File: config.mk
export PLATFORM = sky130hd
export DESIGN_NAME = key_matrix_event_scanner
export DESIGN_NICKNAME = d
export VERILOG_FILES = /design/src/rtl/kms_pkg.sv /design/src/rtl/kms_datapath.sv /design/src/rtl/kms_ctrl.sv /design/src/rtl/key_matrix_event_scanner.sv
export VERILOG_INCLUDE_DIRS = /design/src /design/src/rtl
export SDC_FILE = /design/constraint.sdc
export NUM_CORES = 1
export LEC_CHECK = 0
export BUFFER_PORTS_ARGS = -buffer_cell sky130_fd_sc_hd__buf_2
export CORE_ASPECT_RATIO = 0.75
export CORE_MARGIN = 10
export CORE_UTILIZATION = 57
export CTS_BUF_LIST = sky130_fd_sc_hd__clkbuf_8
export DETAILED_ROUTE_END_ITERATION = 6
export PLACE_DENSITY = 0.81
export RECOVER_POWER = 100
export SLEW_MARGIN = 20
export SYNTH_ARGS = -nofsm -noshare
export SYNTH_HDL_FRONTEND = slang
export SYNTH_SLANG_ARGS = --single-unit
File: constraint.sdc
create_clock -name clk -period 5.85 [get_ports clk]
set_input_delay 0.2925 -clock clk [delete_from_list [all_inputs] [get_ports clk]]
set_output_delay 0.2925 -clock clk [all_outputs]
set_load 0.01 [all_outputs]
File: src/rtl/key_matrix_event_scanner_assert.svh
// Assertion macros used by the key matrix event scanner datapath.
// No dependencies; expects clk and rst_n in the including scope.
`ifndef KEY_MATRIX_EVENT_SCANNER_ASSERT_SVH
`define KEY_MATRIX_EVENT_SCANNER_ASSERT_SVH

// same-cycle implication
`define KMS_ASSERT_IMPLY(label, ante, cons) \
  label: assert property (@(posedge clk) disable iff (!rst_n) (ante) |-> (cons)) \
    else $error("kms: implication check failed");

// next-cycle implication
`define KMS_ASSERT_NEXT(label, ante, cons) \
  label: assert property (@(posedge clk) disable iff (!rst_n) (ante) |=> (cons)) \
    else $error("kms: next-cycle check failed");

`endif

File: src/rtl/kms_pkg.sv
// Package for the key matrix event scanner: constants, scan order, types.
// No dependencies.
`timescale 1ns / 1ps

package kms_pkg;

  localparam int ROWS     = 8;
  localparam int COLS     = 5;
  localparam int MAP_SIZE = 40;
  localparam int POS_W    = 6;
  localparam int ROW_W    = 3;
  localparam int COL_W    = 3;
  localparam int CNT_W    = 20;
  localparam int DEB_W    = 16;
  localparam int IVL_W    = 19;
  localparam int CFG_W    = 1;

  localparam logic [ROW_W-1:0] CAPS_ROW  = 3'd5;
  localparam logic [COL_W-1:0] CAPS_COL  = 3'd4;
  localparam logic [ROW_W-1:0] SYM_ROW   = 3'd7;
  localparam logic [COL_W-1:0] SYM_COL   = 3'd3;
  localparam logic [POS_W-1:0] SHIFT_POS = POS_W'(5 * COLS + 4);
  localparam logic [POS_W-1:0] SYM_POS   = POS_W'(7 * COLS + 3);
  localparam logic [POS_W-1:0] LAST_STEP = POS_W'(MAP_SIZE - 1);

  localparam logic [CNT_W-1:0] CNT_MAX = '1;

  localparam logic KIND_TICK = 1'b0;
  localparam logic KIND_POLL = 1'b1;

  localparam logic [CFG_W-1:0] CFG_ENABLE   = 1'b0;
  localparam logic [CFG_W-1:0] CFG_DEBOUNCE = 1'b1;

  typedef enum logic {
    ST_IDLE,
    ST_SCAN
  } state_t;

  typedef struct packed {
    logic tick;
    logic load;
    logic advance;
    logic emit;
  } cmd_t;

  typedef struct packed {
    logic is_poll;
    logic honored;
    logic cur_emit;
    logic cur_last;
    logic out_free;
  } sts_t;

  // map scan step to matrix position: shift, symbol shift, then the rest in order
  function automatic logic [POS_W-1:0] seq_pos(input logic [POS_W-1:0] step);
    logic [POS_W-1:0] p;
    begin
      p = step - POS_W'(2);
      if (step == POS_W'(0)) begin
        p = SHIFT_POS;
      end else if (step == POS_W'(1)) begin
        p = SYM_POS;
      end else begin
        if (p >= SHIFT_POS) p = p + POS_W'(1);
        if (p >= SYM_POS) p = p + POS_W'(1);
      end
      return p;
    end
  endfunction

  function automatic logic [ROW_W-1:0] pos_row(input logic [POS_W-1:0] p);
    logic [ROW_W-1:0] r;
    begin
      r = '0;
      for (int i = 1; i < ROWS; i++) begin
        if (p >= POS_W'(i * COLS)) r = ROW_W'(i);
      end
      return r;
    end
  endfunction

  function automatic logic [COL_W-1:0] pos_col(input logic [POS_W-1:0] p);
    logic [POS_W-1:0] base;
    begin
      base = POS_W'(pos_row(p)) * POS_W'(COLS);
      return COL_W'(p - base);
    end
  endfunction

endpackage

File: src/rtl/kms_datapath.sv
// Datapath of the key matrix event scanner: config, counter, maps, output register.
// Depends on kms_pkg and key_matrix_event_scanner_assert.svh.
`timescale 1ns / 1ps
`include "key_matrix_event_scanner_assert.svh"

module kms_datapath (
  input  logic                            clk,
  input  logic                            rst_n,
  input  kms_pkg::cmd_t                   cmd,
  output kms_pkg::sts_t                   sts,
  input  logic                            in_kind,
  input  logic [kms_pkg::MAP_SIZE-1:0]    in_key_down,
  input  logic                            in_menu_active,
  input  logic                            cfg_valid,
  input  logic [kms_pkg::CFG_W-1:0]       cfg_index,
  input  logic [kms_pkg::DEB_W-1:0]       cfg_data,
  input  logic                            out_ready,
  output logic                            out_valid,
  output logic [kms_pkg::ROW_W-1:0]       out_row,
  output logic [kms_pkg::COL_W-1:0]       out_column,
  output logic                            out_is_press,
  output logic                            out_last
);

  logic                          enable_r;
  logic [kms_pkg::DEB_W-1:0]     debounce_r;
  logic [kms_pkg::CNT_W-1:0]     since_r, since_nxt;
  logic [kms_pkg::MAP_SIZE-1:0]  pressed_r, pressed_nxt;
  logic [kms_pkg::MAP_SIZE-1:0]  key_r;
  logic [kms_pkg::MAP_SIZE-1:0]  pend_r;
  logic [kms_pkg::POS_W-1:0]     step_r;
  logic                          out_valid_r;
  logic [kms_pkg::ROW_W-1:0]     out_row_r;
  logic [kms_pkg::COL_W-1:0]     out_column_r;
  logic                          out_is_press_r;
  logic                          out_last_r;

  logic [kms_pkg::POS_W-1:0]     pos;
  logic [kms_pkg::MAP_SIZE-1:0]  pos_bit;
  logic [kms_pkg::MAP_SIZE-1:0]  rest;
  logic [kms_pkg::IVL_W-1:0]     interval;
  logic [kms_pkg::MAP_SIZE-1:0]  fixed_mask;
  logic                          cur_press;

  assign pos        = kms_pkg::seq_pos(step_r);
  assign pos_bit    = kms_pkg::MAP_SIZE'(1) << pos;
  assign rest       = pend_r & ~pos_bit;
  assign cur_press  = key_r[pos];
  assign fixed_mask = (kms_pkg::MAP_SIZE'(1) << kms_pkg::SHIFT_POS)
                    | (kms_pkg::MAP_SIZE'(1) << kms_pkg::SYM_POS);
  assign interval   = in_menu_active
                    ? ({1'b0, debounce_r, 2'b00} + kms_pkg::IVL_W'(debounce_r))
                    : kms_pkg::IVL_W'(debounce_r);

  always_comb begin
    sts.is_poll  = (in_kind == kms_pkg::KIND_POLL);
    sts.honored  = enable_r && (since_r >= kms_pkg::CNT_W'(interval));
    sts.cur_emit = (step_r < kms_pkg::POS_W'(2)) || pend_r[pos];
    sts.cur_last = (step_r != kms_pkg::POS_W'(0)) && (rest == '0);
    sts.out_free = !out_valid_r || out_ready;
  end

  always_comb begin
    since_nxt   = since_r;
    pressed_nxt = pressed_r;
    if (cmd.tick && since_r != kms_pkg::CNT_MAX) since_nxt = since_r + 1'b1;
    if (cmd.emit) begin
      pressed_nxt[pos] = cur_press;
      if (cur_press) since_nxt = '0;
    end
  end

  always_ff @(posedge clk) begin
    if (!rst_n) begin
      enable_r    <= 1'b1;
      debounce_r  <= '0;
      since_r     <= kms_pkg::CNT_MAX;
      pressed_r   <= '0;
      step_r      <= '0;
      out_valid_r <= 1'b0;
    end else begin
      if (cfg_valid) begin
        unique case (cfg_index)
          kms_pkg::CFG_ENABLE:   enable_r   <= cfg_data[0];
          kms_pkg::CFG_DEBOUNCE: debounce_r <= cfg_data;
          default: ;
        endcase
      end
      since_r   <= since_nxt;
      pressed_r <= pressed_nxt;
      if (cmd.load) begin
        step_r <= '0;
      end else if (cmd.advance && step_r != kms_pkg::LAST_STEP) begin
        step_r <= step_r + 1'b1;
      end
      if (cmd.emit) begin
        out_valid_r <= 1'b1;
      end else if (out_ready) begin
        out_valid_r <= 1'b0;
      end
    end
  end

  always_ff @(posedge clk) begin
    if (cmd.load) begin
      key_r  <= in_key_down;
      pend_r <= (in_key_down | pressed_r) & ~fixed_mask;
    end else if (cmd.advance) begin
      pend_r <= rest;
    end
    if (cmd.emit) begin
      out_row_r      <= kms_pkg::pos_row(pos);
      out_column_r   <= kms_pkg::pos_col(pos);
      out_is_press_r <= cur_press;
      out_last_r     <= sts.cur_last;
    end
  end

  assign out_valid    = out_valid_r;
  assign out_row      = out_row_r;
  assign out_column   = out_column_r;
  assign out_is_press = out_is_press_r;
  assign out_last     = out_last_r;

  `KMS_ASSERT_IMPLY(a_emit_slot_free, cmd.emit, !out_valid_r || out_ready)
  `KMS_ASSERT_NEXT(a_press_clears_count, cmd.emit && cur_press, since_r == '0)
  `KMS_ASSERT_NEXT(a_tick_monotone, cmd.tick && !cmd.emit, since_r >= $past(since_r))

endmodule

File: src/rtl/kms_ctrl.sv
// Controller of the key matrix event scanner: idle/scan sequencing.
// Depends on kms_pkg.
`timescale 1ns / 1ps

module kms_ctrl (
  input  logic           clk,
  input  logic           rst_n,
  input  logic           in_valid,
  output logic           in_ready,
  input  kms_pkg::sts_t  sts,
  output kms_pkg::cmd_t  cmd
);

  kms_pkg::state_t state_r, state_nxt;

  always_comb begin
    state_nxt = state_r;
    unique case (state_r)
      kms_pkg::ST_IDLE: begin
        if (in_valid && sts.is_poll && sts.honored) state_nxt = kms_pkg::ST_SCAN;
      end
      kms_pkg::ST_SCAN: begin
        if (sts.cur_emit && sts.out_free && sts.cur_last) state_nxt = kms_pkg::ST_IDLE;
      end
      default: state_nxt = kms_pkg::ST_IDLE;
    endcase
  end

  always_comb begin
    cmd      = '0;
    in_ready = 1'b0;
    unique case (state_r)
      kms_pkg::ST_IDLE: begin
        in_ready = 1'b1;
        cmd.tick = in_valid && !sts.is_poll;
        cmd.load = in_valid && sts.is_poll && sts.honored;
      end
      kms_pkg::ST_SCAN: begin
        cmd.emit    = sts.cur_emit && sts.out_free;
        cmd.advance = !sts.cur_emit || sts.out_free;
      end
      default: ;
    endcase
  end

  always_ff @(posedge clk) begin
    if (!rst_n) begin
      state_r <= kms_pkg::ST_IDLE;
    end else begin
      state_r <= state_nxt;
    end
  end

endmodule

File: src/rtl/key_matrix_event_scanner.sv
// Top level of the key matrix event scanner: controller plus datapath.
// Depends on kms_pkg, kms_ctrl and kms_datapath.
// An accepted honored poll loads the key and pending maps and enters ST_SCAN; the scan
// then registers the events of its steps into the output register up to its last event,
// holding while out_ready stalls. in_ready is low during a scan; in idle, ticks and ignored polls are taken.
// Reset (rst_n low, synchronous): enable=1, debounce=0, map cleared, counter saturated.
`timescale 1ns / 1ps

module key_matrix_event_scanner (
  input  logic                            clk,
  input  logic                            rst_n,
  input  logic                            in_valid,
  output logic                            in_ready,
  input  logic                            in_kind,
  input  logic [kms_pkg::MAP_SIZE-1:0]    in_key_down,
  input  logic                            in_menu_active,
  output logic                            out_valid,
  input  logic                            out_ready,
  output logic [kms_pkg::ROW_W-1:0]       out_row,
  output logic [kms_pkg::COL_W-1:0]       out_column,
  output logic                            out_is_press,
  output logic                            out_last,
  input  logic                            cfg_valid,
  output logic                            cfg_ready,
  input  logic [kms_pkg::CFG_W-1:0]       cfg_index,
  input  logic [kms_pkg::DEB_W-1:0]       cfg_data
);

  kms_pkg::cmd_t cmd;
  kms_pkg::sts_t sts;

  assign cfg_ready = 1'b1;

  kms_ctrl u_ctrl (
    .clk      (clk),
    .rst_n    (rst_n),
    .in_valid (in_valid),
    .in_ready (in_ready),
    .sts      (sts),
    .cmd      (cmd)
  );

  kms_datapath u_dp (
    .clk            (clk),
    .rst_n          (rst_n),
    .cmd            (cmd),
    .sts            (sts),
    .in_kind        (in_kind),
    .in_key_down    (in_key_down),
    .in_menu_active (in_menu_active),
    .cfg_valid      (cfg_valid),
    .cfg_index      (cfg_index),
    .cfg_data       (cfg_data),
    .out_ready      (out_ready),
    .out_valid      (out_valid),
    .out_row        (out_row),
    .out_column     (out_column),
    .out_is_press   (out_is_press),
    .out_last       (out_last)
  );

endmodule
# --- Word level (Yosys, flattened, before mapping) ---
# Cells that the tools add are included.
totals:
  out_inout_bits: 11
  mem_bits_ro: 0
  regBits: 173
  ram_bits: 0
  wordCells: 104
  in_bits: 64
  memories: 0
  latch_bits: 0
classes:
  bitwise: 6
  multipliers: 1
  n_eq_ne: 3
  n_reduce_logical: 24
  shifts: 1
  n_mux: 35
  order_cmp: 13
  addsub: 7
  div: 0
op_table:
  columns: ["operator", "n"]
  rows:
  - ["40-bit 2-to-1 mux", 2]
  - ["20-bit 2-to-1 mux", 3]
  - ["40-bit AND", 1]
  - ["40-bit bitwise mux", 1]
  - ["40-bit zero test", 1]
  - ["40-bit NOT", 1]
  - ["40-bit bitwise OR", 1]
  - ["1-bit by 6-bit left shift with 40-bit output, first input constant", 1]
  - ["6-bit 2-to-1 mux", 6]
  - ["6-bit by 5-bit >= comparator with 1-bit output, second input constant", 4]
  - ["20-bit by 1-bit adder with 20-bit output, second input constant", 1]
  - ["20-bit by 19-bit >= comparator with 1-bit output", 1]
  - ["20-bit inequality test, second input constant", 1]
  - ["18-bit by 16-bit adder with 19-bit output", 1]
  - ["19-bit 2-to-1 mux", 1]
  - ["6-bit by 1-bit adder with 6-bit output, second input constant", 3]
  - ["3-bit 2-to-1 mux", 5]
  - ["1-bit binary-select mux with 6-bit select", 2]
  - ["6-bit by 4-bit >= comparator with 1-bit output, second input constant", 2]
  - ["6-bit >= comparator, second input constant", 2]
  - ["1-bit logical AND", 10]
  - ["1-bit 2-to-1 mux", 9]
  - ["2-bit 2-to-1 mux", 4]
  - ["6-bit by 7-bit < comparator with 1-bit output, second input constant", 1]
  - ["other kinds (18)", 26]

# --- Longest topological paths before layout ---
# Gate-level depths: netlist of the first run.
logic_depth:
  word_depth: 20
  depth_mapped: 26
  depth_no_buf: 24

# --- By module ---
# A second synthesis of the first run with hierarchy kept.
unflattened:
  cells_unflattened: 1075
  hier_area_um2: 9977.1
by_module_without_submodules:
  columns: ["mod", "instances", "seq_area_each_um2", "cells_per_inst", "area_per_inst_um2"]
  rows:
  - ["kms_datapath", 1, 4264.1, 1063, 9883.2]
  - ["kms_ctrl", 1, 20.0, 10, 82.6]
  - ["key_matrix_event_scanner", 1, 0.0, 2, 11.3]

# --- Worst setup path after synthesis of the first run ---
# No wires, ideal clock.
synth_timing:
  kind: "register to register"
  startpoint: "reg u_dp.step_r[1] (netlist bit)"
  endpoint: "reg u_dp.pend_r[0] (netlist bit), enable pin"
  required_time_ps: 5331
  t_arrival_ps: 5304
  path_buffers: 5
  setup_ps: 519
  synth_period_minus_slack_ps: 5823
  stages_incl_launch_ff: 23
  slack_ps: 27
  path_cell_list: "dfxtp_1 -> buf_2 -> inv_1 -> ha_1 -> nor3b_2 -> xnor2_1 -> nand3_1 -> nand2_1 -> clkbuf_1 -> inv_1 -> ha_1 -> a21oi_1 -> o211a_4 -> nor3_2 -> or3_1 -> buf_2 -> a221o_1 -> nor3_1 -> o31ai_1 -> o2111ai_1 -> clkbuf_1 -> buf_2 -> nand2_1"
synth_via:
  elab_chain_len: 16
  elab_cells_between_ends: 21
  classes_between: "add/sub: 3; order compare: 3; eq/ne: 1; mux: 9; reduce/logical: 5"
synth_rtl:
  columns: ["item", "line", "rtl"]
  rows:
  - ["start, declared", "kms_datapath.sv:31", "logic [kms_pkg::POS_W-1:0] step_r;"]
  - ["start signal, assigned", "kms_datapath.sv:94", "step_r <= step_r + 1'b1;"]
  - ["6-bit by 2-bit subtractor with 6-bit output", "kms_pkg.sv:58", "p = step - POS_W'(2);"]
  - ["6-bit by 1-bit adder with 6-bit output or 6-bit by 5-bit >= comparator with 1-bit output (tied branches)", "kms_pkg.sv:64", "if (p >= SHIFT_POS) p = p + POS_W'(1);"]
  - ["6-bit 2-to-1 mux", "kms_pkg.sv:64", null]
  - ["6-bit 2-to-1 mux", "kms_pkg.sv:61", "end else if (step == POS_W'(1)) begin"]
  - ["6-bit 2-to-1 mux", "kms_pkg.sv:59", "if (step == POS_W'(0)) begin"]
  - ["6-bit by 1-bit adder with 6-bit output or 6-bit >= comparator (tied branches)", "kms_pkg.sv:65", "if (p >= SYM_POS) p = p + POS_W'(1);"]
  - ["6-bit 2-to-1 mux", "kms_pkg.sv:65", null]
  - ["6-bit 2-to-1 mux", "kms_pkg.sv:61", null]
  - ["6-bit 2-to-1 mux", "kms_pkg.sv:59", null]
  - ["1-bit binary-select mux with 6-bit select", "kms_datapath.sv:58", "sts.cur_emit = (step_r < kms_pkg::POS_W'(2)) || pend_r[pos];"]
  - ["1-bit 2-to-1 mux (not written as such)", "kms_datapath.sv:58", null]
  - ["1-bit logical OR (*)", "kms_datapath.sv:58", null]
  - ["1-bit zero test (*)", "kms_ctrl.sv:40", "cmd.advance = !sts.cur_emit || sts.out_free;"]
  - ["1-bit logical OR (*)", "kms_ctrl.sv:40", null]
  - ["2-bit 2-to-1 mux (*)", "kms_ctrl.sv:32", "unique case (state_r)"]
  - ["2-bit nonzero test (no line) (*)", null, null]
  - ["end signal, assigned", "kms_datapath.sv:107", "pend_r <= (in_key_down | pressed_r) & ~fixed_mask;"]
  - ["end signal, assigned", "kms_datapath.sv:109", "pend_r <= rest;"]
  - ["end, declared", "kms_datapath.sv:30", "logic [kms_pkg::MAP_SIZE-1:0] pend_r;"]
# Mark *: on every way between the ends. The rest lies on a longest branch, timed or not. The select of a mux whose other input is x is not followed.
# A chain may end at the register's enable or synchronous reset.

# --- Worst setup path after layout of the first run ---
layout_timing:
  startpoint: "reg u_dp.step_r[1] (netlist bit)"
  endpoint: "reg u_dp.pressed_r[18] (netlist bit)"
layout_via:
  elab_chain_len: 14
  elab_cells_between_ends: 27
  classes_between: "add/sub: 3; order compare: 5; eq/ne: 1; mux: 14; reduce/logical: 4"
layout_rtl:
  columns: ["item", "line", "rtl"]
  rows:
  - ["6-bit by 2-bit subtractor with 6-bit output", "kms_pkg.sv:58", null]
  - ["6-bit by 1-bit adder with 6-bit output or 6-bit by 5-bit >= comparator with 1-bit output (tied branches)", "kms_pkg.sv:64", null]
  - ["6-bit 2-to-1 mux", "kms_pkg.sv:64", null]
  - ["6-bit 2-to-1 mux", "kms_pkg.sv:61", null]
  - ["6-bit 2-to-1 mux", "kms_pkg.sv:59", null]
  - ["6-bit by 1-bit adder with 6-bit output or 6-bit >= comparator (tied branches)", "kms_pkg.sv:65", null]
  - ["6-bit 2-to-1 mux", "kms_pkg.sv:65", null]
  - ["6-bit 2-to-1 mux", "kms_pkg.sv:61", null]
  - ["6-bit 2-to-1 mux", "kms_pkg.sv:59", null]
  - ["6-bit by 7-bit < comparator with 1-bit output (not written as such) (tied with other cells)", "kms_datapath.sv:68", "pressed_nxt[pos] = cur_press;"]
  - ["1-bit logical AND (not written as such) or 1-bit 2-to-1 mux (tied branches)", "kms_datapath.sv:68, kms_datapath.sv:58", null]
  - ["1-bit 2-to-1 mux (not written as such) or 1-bit logical OR (tied branches)", "kms_datapath.sv:68, kms_datapath.sv:58", null]
  - ["1-bit demux with 6-bit select or 1-bit logical AND (tied branches)", null, null]
  - ["40-bit bitwise mux or 2-bit 2-to-1 mux (tied branches)", "kms_datapath.sv:68, kms_ctrl.sv:32", null]
  - ["end signal, assigned", "kms_datapath.sv:90", "pressed_r <= pressed_nxt;"]
  - ["end, declared", "kms_datapath.sv:28", "logic [kms_pkg::MAP_SIZE-1:0] pressed_r, pressed_nxt;"]
# Several ways; a longest one is shown, not always the timed one. The select of a mux whose other input is x is not followed.

==> results of run 1 <==
[cells in the final DEF, fill, tap and decap left out, types with 12 or more instances in the layout]
master | synthesis | routed
nand4_1 | 17 | 17
or3_1 | 12 | 12
xnor2_1 | 28 | 27
nand2_1 | 108 | 108
a311oi_1 | 26 | 26
nand3b_1 | 13 | 13
clkbuf_8 | 0 | 17
inv_1 | 30 | 31
a21oi_1 | 116 | 115
nand3_1 | 47 | 47
o22ai_1 | 42 | 42
dfxtp_1 | 85 | 85
buf_4 | 6 | 60
a31oi_1 | 12 | 12
nor3_1 | 17 | 17
dlygate4sd3_1 | 0 | 18
ha_1 | 44 | 44
edfxtp_1 | 86 | 86
xor2_1 | 15 | 15
nor2_1 | 90 | 90
mux2i_1 | 30 | 30
o21ai_0 | 51 | 51
clkbuf_1 | 35 | 50
buf_2 | 25 | 25
[layout make-up]
class                      instances  area, µm²  share of cell area, %
clock inverter                    15        169                   1.44
multi-input combinational        853       5590                   47.7
tap                              242        303                   2.59
timing repair buffer             160        996                   8.51
inverter                          34        128                   1.09
clock buffer                      17        234                   2.00
sequential                       171       4280                   36.6
[per-layer routing]
metal / GRT usage, % / vias up / routed length (µm)
met5: 0 / - / 0
met4: 8.64 / 0 / 943
met3: 9.48 / 83 / 4650
met2: 38.8 / 671 / 13900
met1: 39.7 / 4716 / 14600
li1: - / 4483 / -
[where the power goes]
group	internal, mW	total (mW)	switching (mW)
Sequential	1.37	1.46	0.0921
Combinational	0.320	0.851	0.531
Clock	0.389	0.879	0.490
Total	2.07	3.19	1.11
[cell families after synthesis]
group	share of synthesized area (%)
other	0.0365
xor gates and xnor gates	3.82
adders and majority gates	5.74
DFF	41.7
AOI/OAI and AO/OA	24.1
and+or+nand+nor	17.3
muxes	3.03
buffers and inverters	4.32
[critical path, delay by kind of cell (launching register included)]
family	cells	cell delay [ns]
AO/OA/AOI/OAI	8	2.15
buffers and inverters	4	0.94
flip-flops	1	0.32
adder cells (fa/ha/maj)	2	0.82
AND/OR/NAND/NOR	3	0.72
XOR/XNOR	1	0.35
[worst max path at each step]
stage                         end                from
6_report       u_dp.pressed_r[18]      u_dp.step_r[1]
5_1_grt            u_dp.step_r[2]  u_dp.debounce_r[3]
4_1_cts        u_dp.out_column[2]      u_dp.step_r[1]
3_5_place_dp   u_dp.out_column[2]      u_dp.step_r[1]
3_3_place_gp       u_dp.step_r[3]      u_dp.step_r[1]
2_1_floorplan      u_dp.pend_r[0]      u_dp.step_r[1]
[flip-flops by register name, summed over array words and instances (netlist names)]
name               cells
u_ctrl.state_r         1
u_dp.debounce_r       16
u_dp.enable_r          1
u_dp.key_r            40
u_dp.out_column        3
u_dp.out_is_press      1
u_dp.out_last          1
u_dp.out_row           3
u_dp.out_valid         1
u_dp.pend_r           40
u_dp.pressed_r        38
u_dp.since_r          20
u_dp.step_r            6
[timing repair]
item / 4_1_cts / 5_1_grt
hold buffers: 15 / 3
buffers inserted: 0 / 1
resized for setup: 0 / 4
endpoints found under the setup margin: 0 / 46
endpoints found under the hold margin: 15 / 3
==> reports/results.ini, run 1 <==
[die]
rows = 42
num_io_pins = 75
dieArea_um2 = 23900
core_um2 = 17700
start_util_pct = 58.2
dieHeight_um = 136
die_x_um = 175

[routing]
routed_wl_um = 34100
dr.pass1.iters = 7
via_per_inst = 6.67
drtAntennaViolNets = 0
routedWlPerCell_um = 22.9
via_count = 9953
drtIter0Drc = 1549
route.detailed.drc = 0

[global_route]
groute.usage.overall_pct = 27.9
grt_pass1_vias = 9111
overflow = 0
grt_max_degree = 58
grt_first_pass_wirelength_um = 53000
antenna_found_initial = 0

[timing]
slew_headroom_pct = -54.9
period_share_pct = 94.7
finClkSkew_ns = 0.0185
setup_viol = 0
fin_hold_ws_ns = 0.0345
fin_setup_tns_ns = 0
worst_pin_slew_ns = 2.32
timing.final.ws_setup_ns = 0.310
rsz0062_at_grt = no
hold_viol_final = 0
fin_crit_ns = 5.54
fmax_ghz = 0.181
final_max_slew_viol_count = 75

[placed_design]
io_buffers = 73
dpl.hpwl_um = 25100
gp_congestion = 1.05
post_dp_cell_area_um2 = 11200
place_inst = 1441
place_ws_ns = 0.439

[layout]
finalInstanceArea_um2 = 11700
final_util_pct = 66.3
layout-drive-gt1-share_pct = 12.1
area.growth.synth_to_final_pct = 13.8
n_antenna_cell = 0
n_fill_cell = 1489
instances_no_fill = 1492
fin_nets = 1347

[setup_path]
cp_slowest_cell = a221oi_1
path_class = reg -> reg
endpoint_kind = flip-flop
max_stage_delay_ns = 0.54
worstPathMaxFanout = 22
r2r_slack_ns = 0.31
r2r_start = u_dp.step_r[1]
worstPathArrival_ns = 5.79
crit_chain = inv_1 > ha_1 > nor3b_4 > xor2_2 > o21ai_0 > nand2_1 > inv_1 > ha_1 > buf_4 > nand3b_1 > a21oi_1 > a221o_1 > a221oi_1 > o22ai_1 > o32a_1 > a31oi_4 > clkbuf_2 > a311oi_1
worstRegToRegCells = 18
cp-start-kind = flip-flop
worstReg2RegEnd = u_dp.pressed_r[18]
crit_required_ns = 6.10

[hold_path]
hold_depth = 1
min_from = in_key_down[35]
hp-class = in -> reg
holdPathEnd = u_dp.key_r[35]

[synth]
synth_async_sr_flop_share_pct = 0
synth_area_per_cell_um2 = 9.13
synth.area.top_cells = edfxtp_1 25%, dfxtp_1 17%, a21oi_1 5.6%, ha_1 5.4%, nand2_1 3.9%
synth_largest_area_cell = edfxtp_1
synth-seq-cells = 171
synth_edf_count = 86
yosysMostFrequentCell = a21oi_1
yosysSeqAreaShare_pct = 41.7
synthTopCellsByCount = 116 x a21oi_1, 108 x nand2_1, 90 x nor2_1
synth_ff_type = edfxtp_1
synth_warnings = 0
synth_nets = 1236
synthCells = 1126
synthDistinctLibCells = 84
syn_area_um2 = 10300
netlist.area_leader.share_pct = 25.1

[clock_tree]
clockBufferDepth = 2
insertion_delay_ns = 0.48
path_clk_slew_ns = 0.10
htreeDepth = 4
ctsRootBufferMaster = clkbuf_8
tritoncts = yes
cts.sinks = 171
cts_buffers = 17

[outcome]
outcome = finished, violations left
violations = max-capacitance violations, max-slew violations

[job]
drv_cap = 2

[power]
ir_drop_mv = 0.181
p_total_mw = 3.19
power-per-cell-area_nw_per_um2 = 272
power_leakage_nw = 4.29

Note: power is estimated with default switching activity, not from simulation.
==> run 2: changes to the inputs <==
--- a/config.mk
+++ b/config.mk
@@ -6,13 +6,13 @@
 export SDC_FILE = /design/constraint.sdc
 export NUM_CORES = 1
 export LEC_CHECK = 0
+export ABC_AREA = 1
 export BUFFER_PORTS_ARGS = -buffer_cell sky130_fd_sc_hd__buf_2
 export CORE_ASPECT_RATIO = 0.75
 export CORE_MARGIN = 10
-export CORE_UTILIZATION = 57
-export CTS_BUF_LIST = sky130_fd_sc_hd__clkbuf_8
+export CORE_UTILIZATION = 50
 export DETAILED_ROUTE_END_ITERATION = 6
-export PLACE_DENSITY = 0.81
+export PLACE_DENSITY = 0.73
 export RECOVER_POWER = 100
 export SLEW_MARGIN = 20
 export SYNTH_ARGS = -nofsm -noshare
==> reports/results.ini, run 2 <==
[timing]
rsz0062_at_grt = no
finClkSkew_ns = 0.00989
worst_pin_slew_ns = 2.45
fin_crit_ns = 5.41
fmax_ghz = 0.185
setup_viol = 0
slew_headroom_pct = -63.2
fin_hold_ws_ns = 0.0303
timing.final.ws_setup_ns = 0.436
fin_setup_tns_ns = 0
hold_viol_final = 0
period_share_pct = 92.5
final_max_slew_viol_count = 91

[setup_path]
worstRegToRegCells = 28
worstReg2RegEnd = u_dp.out_column[2]
cp_slowest_cell = ha_1
crit_required_ns = 6.03
endpoint_kind = flip-flop
crit_path_frequent_cell = nand2_1
r2r_start = u_dp.step_r[1]
cp-start-kind = flip-flop
worstPathMaxFanout = 10
max_stage_delay_ns = 0.42
worstPathArrival_ns = 5.60
r2r_slack_ns = 0.44
path_class = reg -> reg

[global_route]
grt_pass1_vias = 9226
antenna_found_initial = 1
grt_first_pass_wirelength_um = 48400
grt_max_degree = 52
groute.usage.overall_pct = 21.6
overflow = 0

[outcome]
outcome = finished, violations left
violations = max-capacitance violations, max-slew violations

[clock_tree]
cts_buffers = 17
tritoncts = yes
cts.sinks = 171
htreeDepth = 4
cts_hold_buf = 0
ctsRootBufferMaster = clkbuf_16
clockBufferDepth = 2
path_clk_slew_ns = 0.06
post_cts_buffers = 0
insertion_delay_ns = 0.44

[die]
num_io_pins = 75
dieHeight_um = 145
rows = 45
dieArea_um2 = 27300
start_util_pct = 51.4
core_um2 = 20400
die_x_um = 187

[placed_design]
place_inst = 1774
io_buffers = 73
post_dp_cell_area_um2 = 11100
gp_congestion = 1.03
dpl.hpwl_um = 21100
place_ws_ns = 0.457

[layout]
instances_no_fill = 1807
final_cell_mix = 398 x nand2_1, 202 x inv_1, 169 x o21ai_0, 147 x nor2_1, 86 x edfxtp_1
final_util_pct = 56.7
area.growth.synth_to_final_pct = 10.4
reg_top3 = u_dp.key_r: 40 flops, u_dp.pend_r: 40 flops, u_dp.pressed_r: 38 flops
layout_commonest_cell = nand2_1
finalInstanceArea_um2 = 11600
fin_nets = 1621
layout-drive-gt1-share_pct = 8.07

[hold_path]
hp-class = in -> reg
hold_depth = 1
holdPathEnd = u_dp.key_r[38]
min_from = in_key_down[38]

[synth]
synth-adder-area-share_pct = 5.63
synth-seq-cells = 171
synth_async_sr_flop_share_pct = 0
synth_top_family_by_area = simple AND/OR/NAND/NOR gates
synth-compound-area-share_pct = 11.8
syn_area_um2 = 10500
yosysMostFrequentCell = nand2_1
synth_nets = 1564
synth_edf_count = 86
synthMuxAreaShare_pct = 0.191
synth-simple-area-share_pct = 29.4
synthTopCellsByCount = 398 x nand2_1, 201 x inv_1, 152 x nor2_1
synth_largest_area_cell = edfxtp_1
synth_area_per_cell_um2 = 7.22
netlist.area_leader.share_pct = 24.6
synth_warnings = 0
synth_ff_type = edfxtp_1
synth.area.top_cells = edfxtp_1 25%, dfxtp_1 16%, nand2_1 14%, inv_1 7.2%, o21ai_0 6.9%
yosysSeqAreaShare_pct = 40.8
synthXorXnorAreaFrac_pct = 2.18
synthCells = 1454
synthDistinctLibCells = 50

[routing]
via_per_inst = 5.47
routedWlPerCell_um = 16.5
drtIter0Drc = 1153
dr.pass1.iters = 5
drtAntennaViolNets = 0
routed_wl_um = 29800
route.detailed.drc = 0
via_count = 9880

[power]
power-per-cell-area_nw_per_um2 = 304
ir_drop_mv = 0.195
power_leakage_nw = 5.38
p_total_mw = 3.53

[job]
drv_cap = 3

## run 2: how the worst max path moves through the flow
stage                                   from            endpoint  slack [ns]  cells after the start
after floorplan           u_dp.debounce_r[0]     u_dp.pend_r[28]        0.78                     31
after global placement        u_dp.step_r[1]  u_dp.out_column[2]        0.63                     26
after detailed placement      u_dp.step_r[1]  u_dp.out_column[2]        0.46                     28
after CTS                     u_dp.step_r[1]  u_dp.out_column[2]        0.43                     28
after global routing          u_dp.step_r[1]  u_dp.out_column[2]       0.002                     28
final                         u_dp.step_r[1]  u_dp.out_column[2]        0.44                     28
## run 2: worst max-delay path, delay by kind of cell, from the launching register on
kind | cells | cell delay, ns
and+or+nand+nor | 14 | 1.88
adders and majority gates | 4 | 1.20
xor gates and xnor gates | 4 | 0.77
AOI/OAI and AO/OA | 3 | 0.55
DFF | 1 | 0.40
buffers and inverters | 3 | 0.37
## run 2: area by class of cell
cell class / count / area (µm²)
clock buffer: 22 / 489
fill: 1985 / 8850
clock inverter: 10 / 65.1
antenna: 1 / 2.50
multi-input combinational: 1025 / 5180
inverter: 209 / 785
sequential: 171 / 4280
tap: 282 / 353
timing repair buffer: 87 / 425
## run 2: power by group
part	leakage [nW]	internal, mW	switching [mW]	total (mW)
combinational	3.60	0.317	0.657	0.974
clock	0.278	0.594	0.493	1.09
sequential	1.51	1.38	0.0859	1.46
## run 2: kinds of logic after synthesis
logic type / count (synthesis)
AO/OA/AOI/OAI: 234
flip-flops: 171
XOR/XNOR: 24
other: 1
multiplexers: 2
adder cells (fa/ha/maj): 46
buffers and inverters: 258
AND/OR/NAND/NOR: 718
## run 2: repair_timing
| item | 4_1_cts | 5_1_grt |
|---|---|---|
| resized for setup | 0 | 5 |
| endpoints found under the setup margin | 0 | 1 |
| hold endpoints to repair | 0 | 0 |
## run 2: routing by layer
layer  part of all wire (%)  track usage [%]
met1                     49             32.3
met2                     40             30.0
met3                    9.3             5.14
met4                    1.3             6.07
met5                      0                0
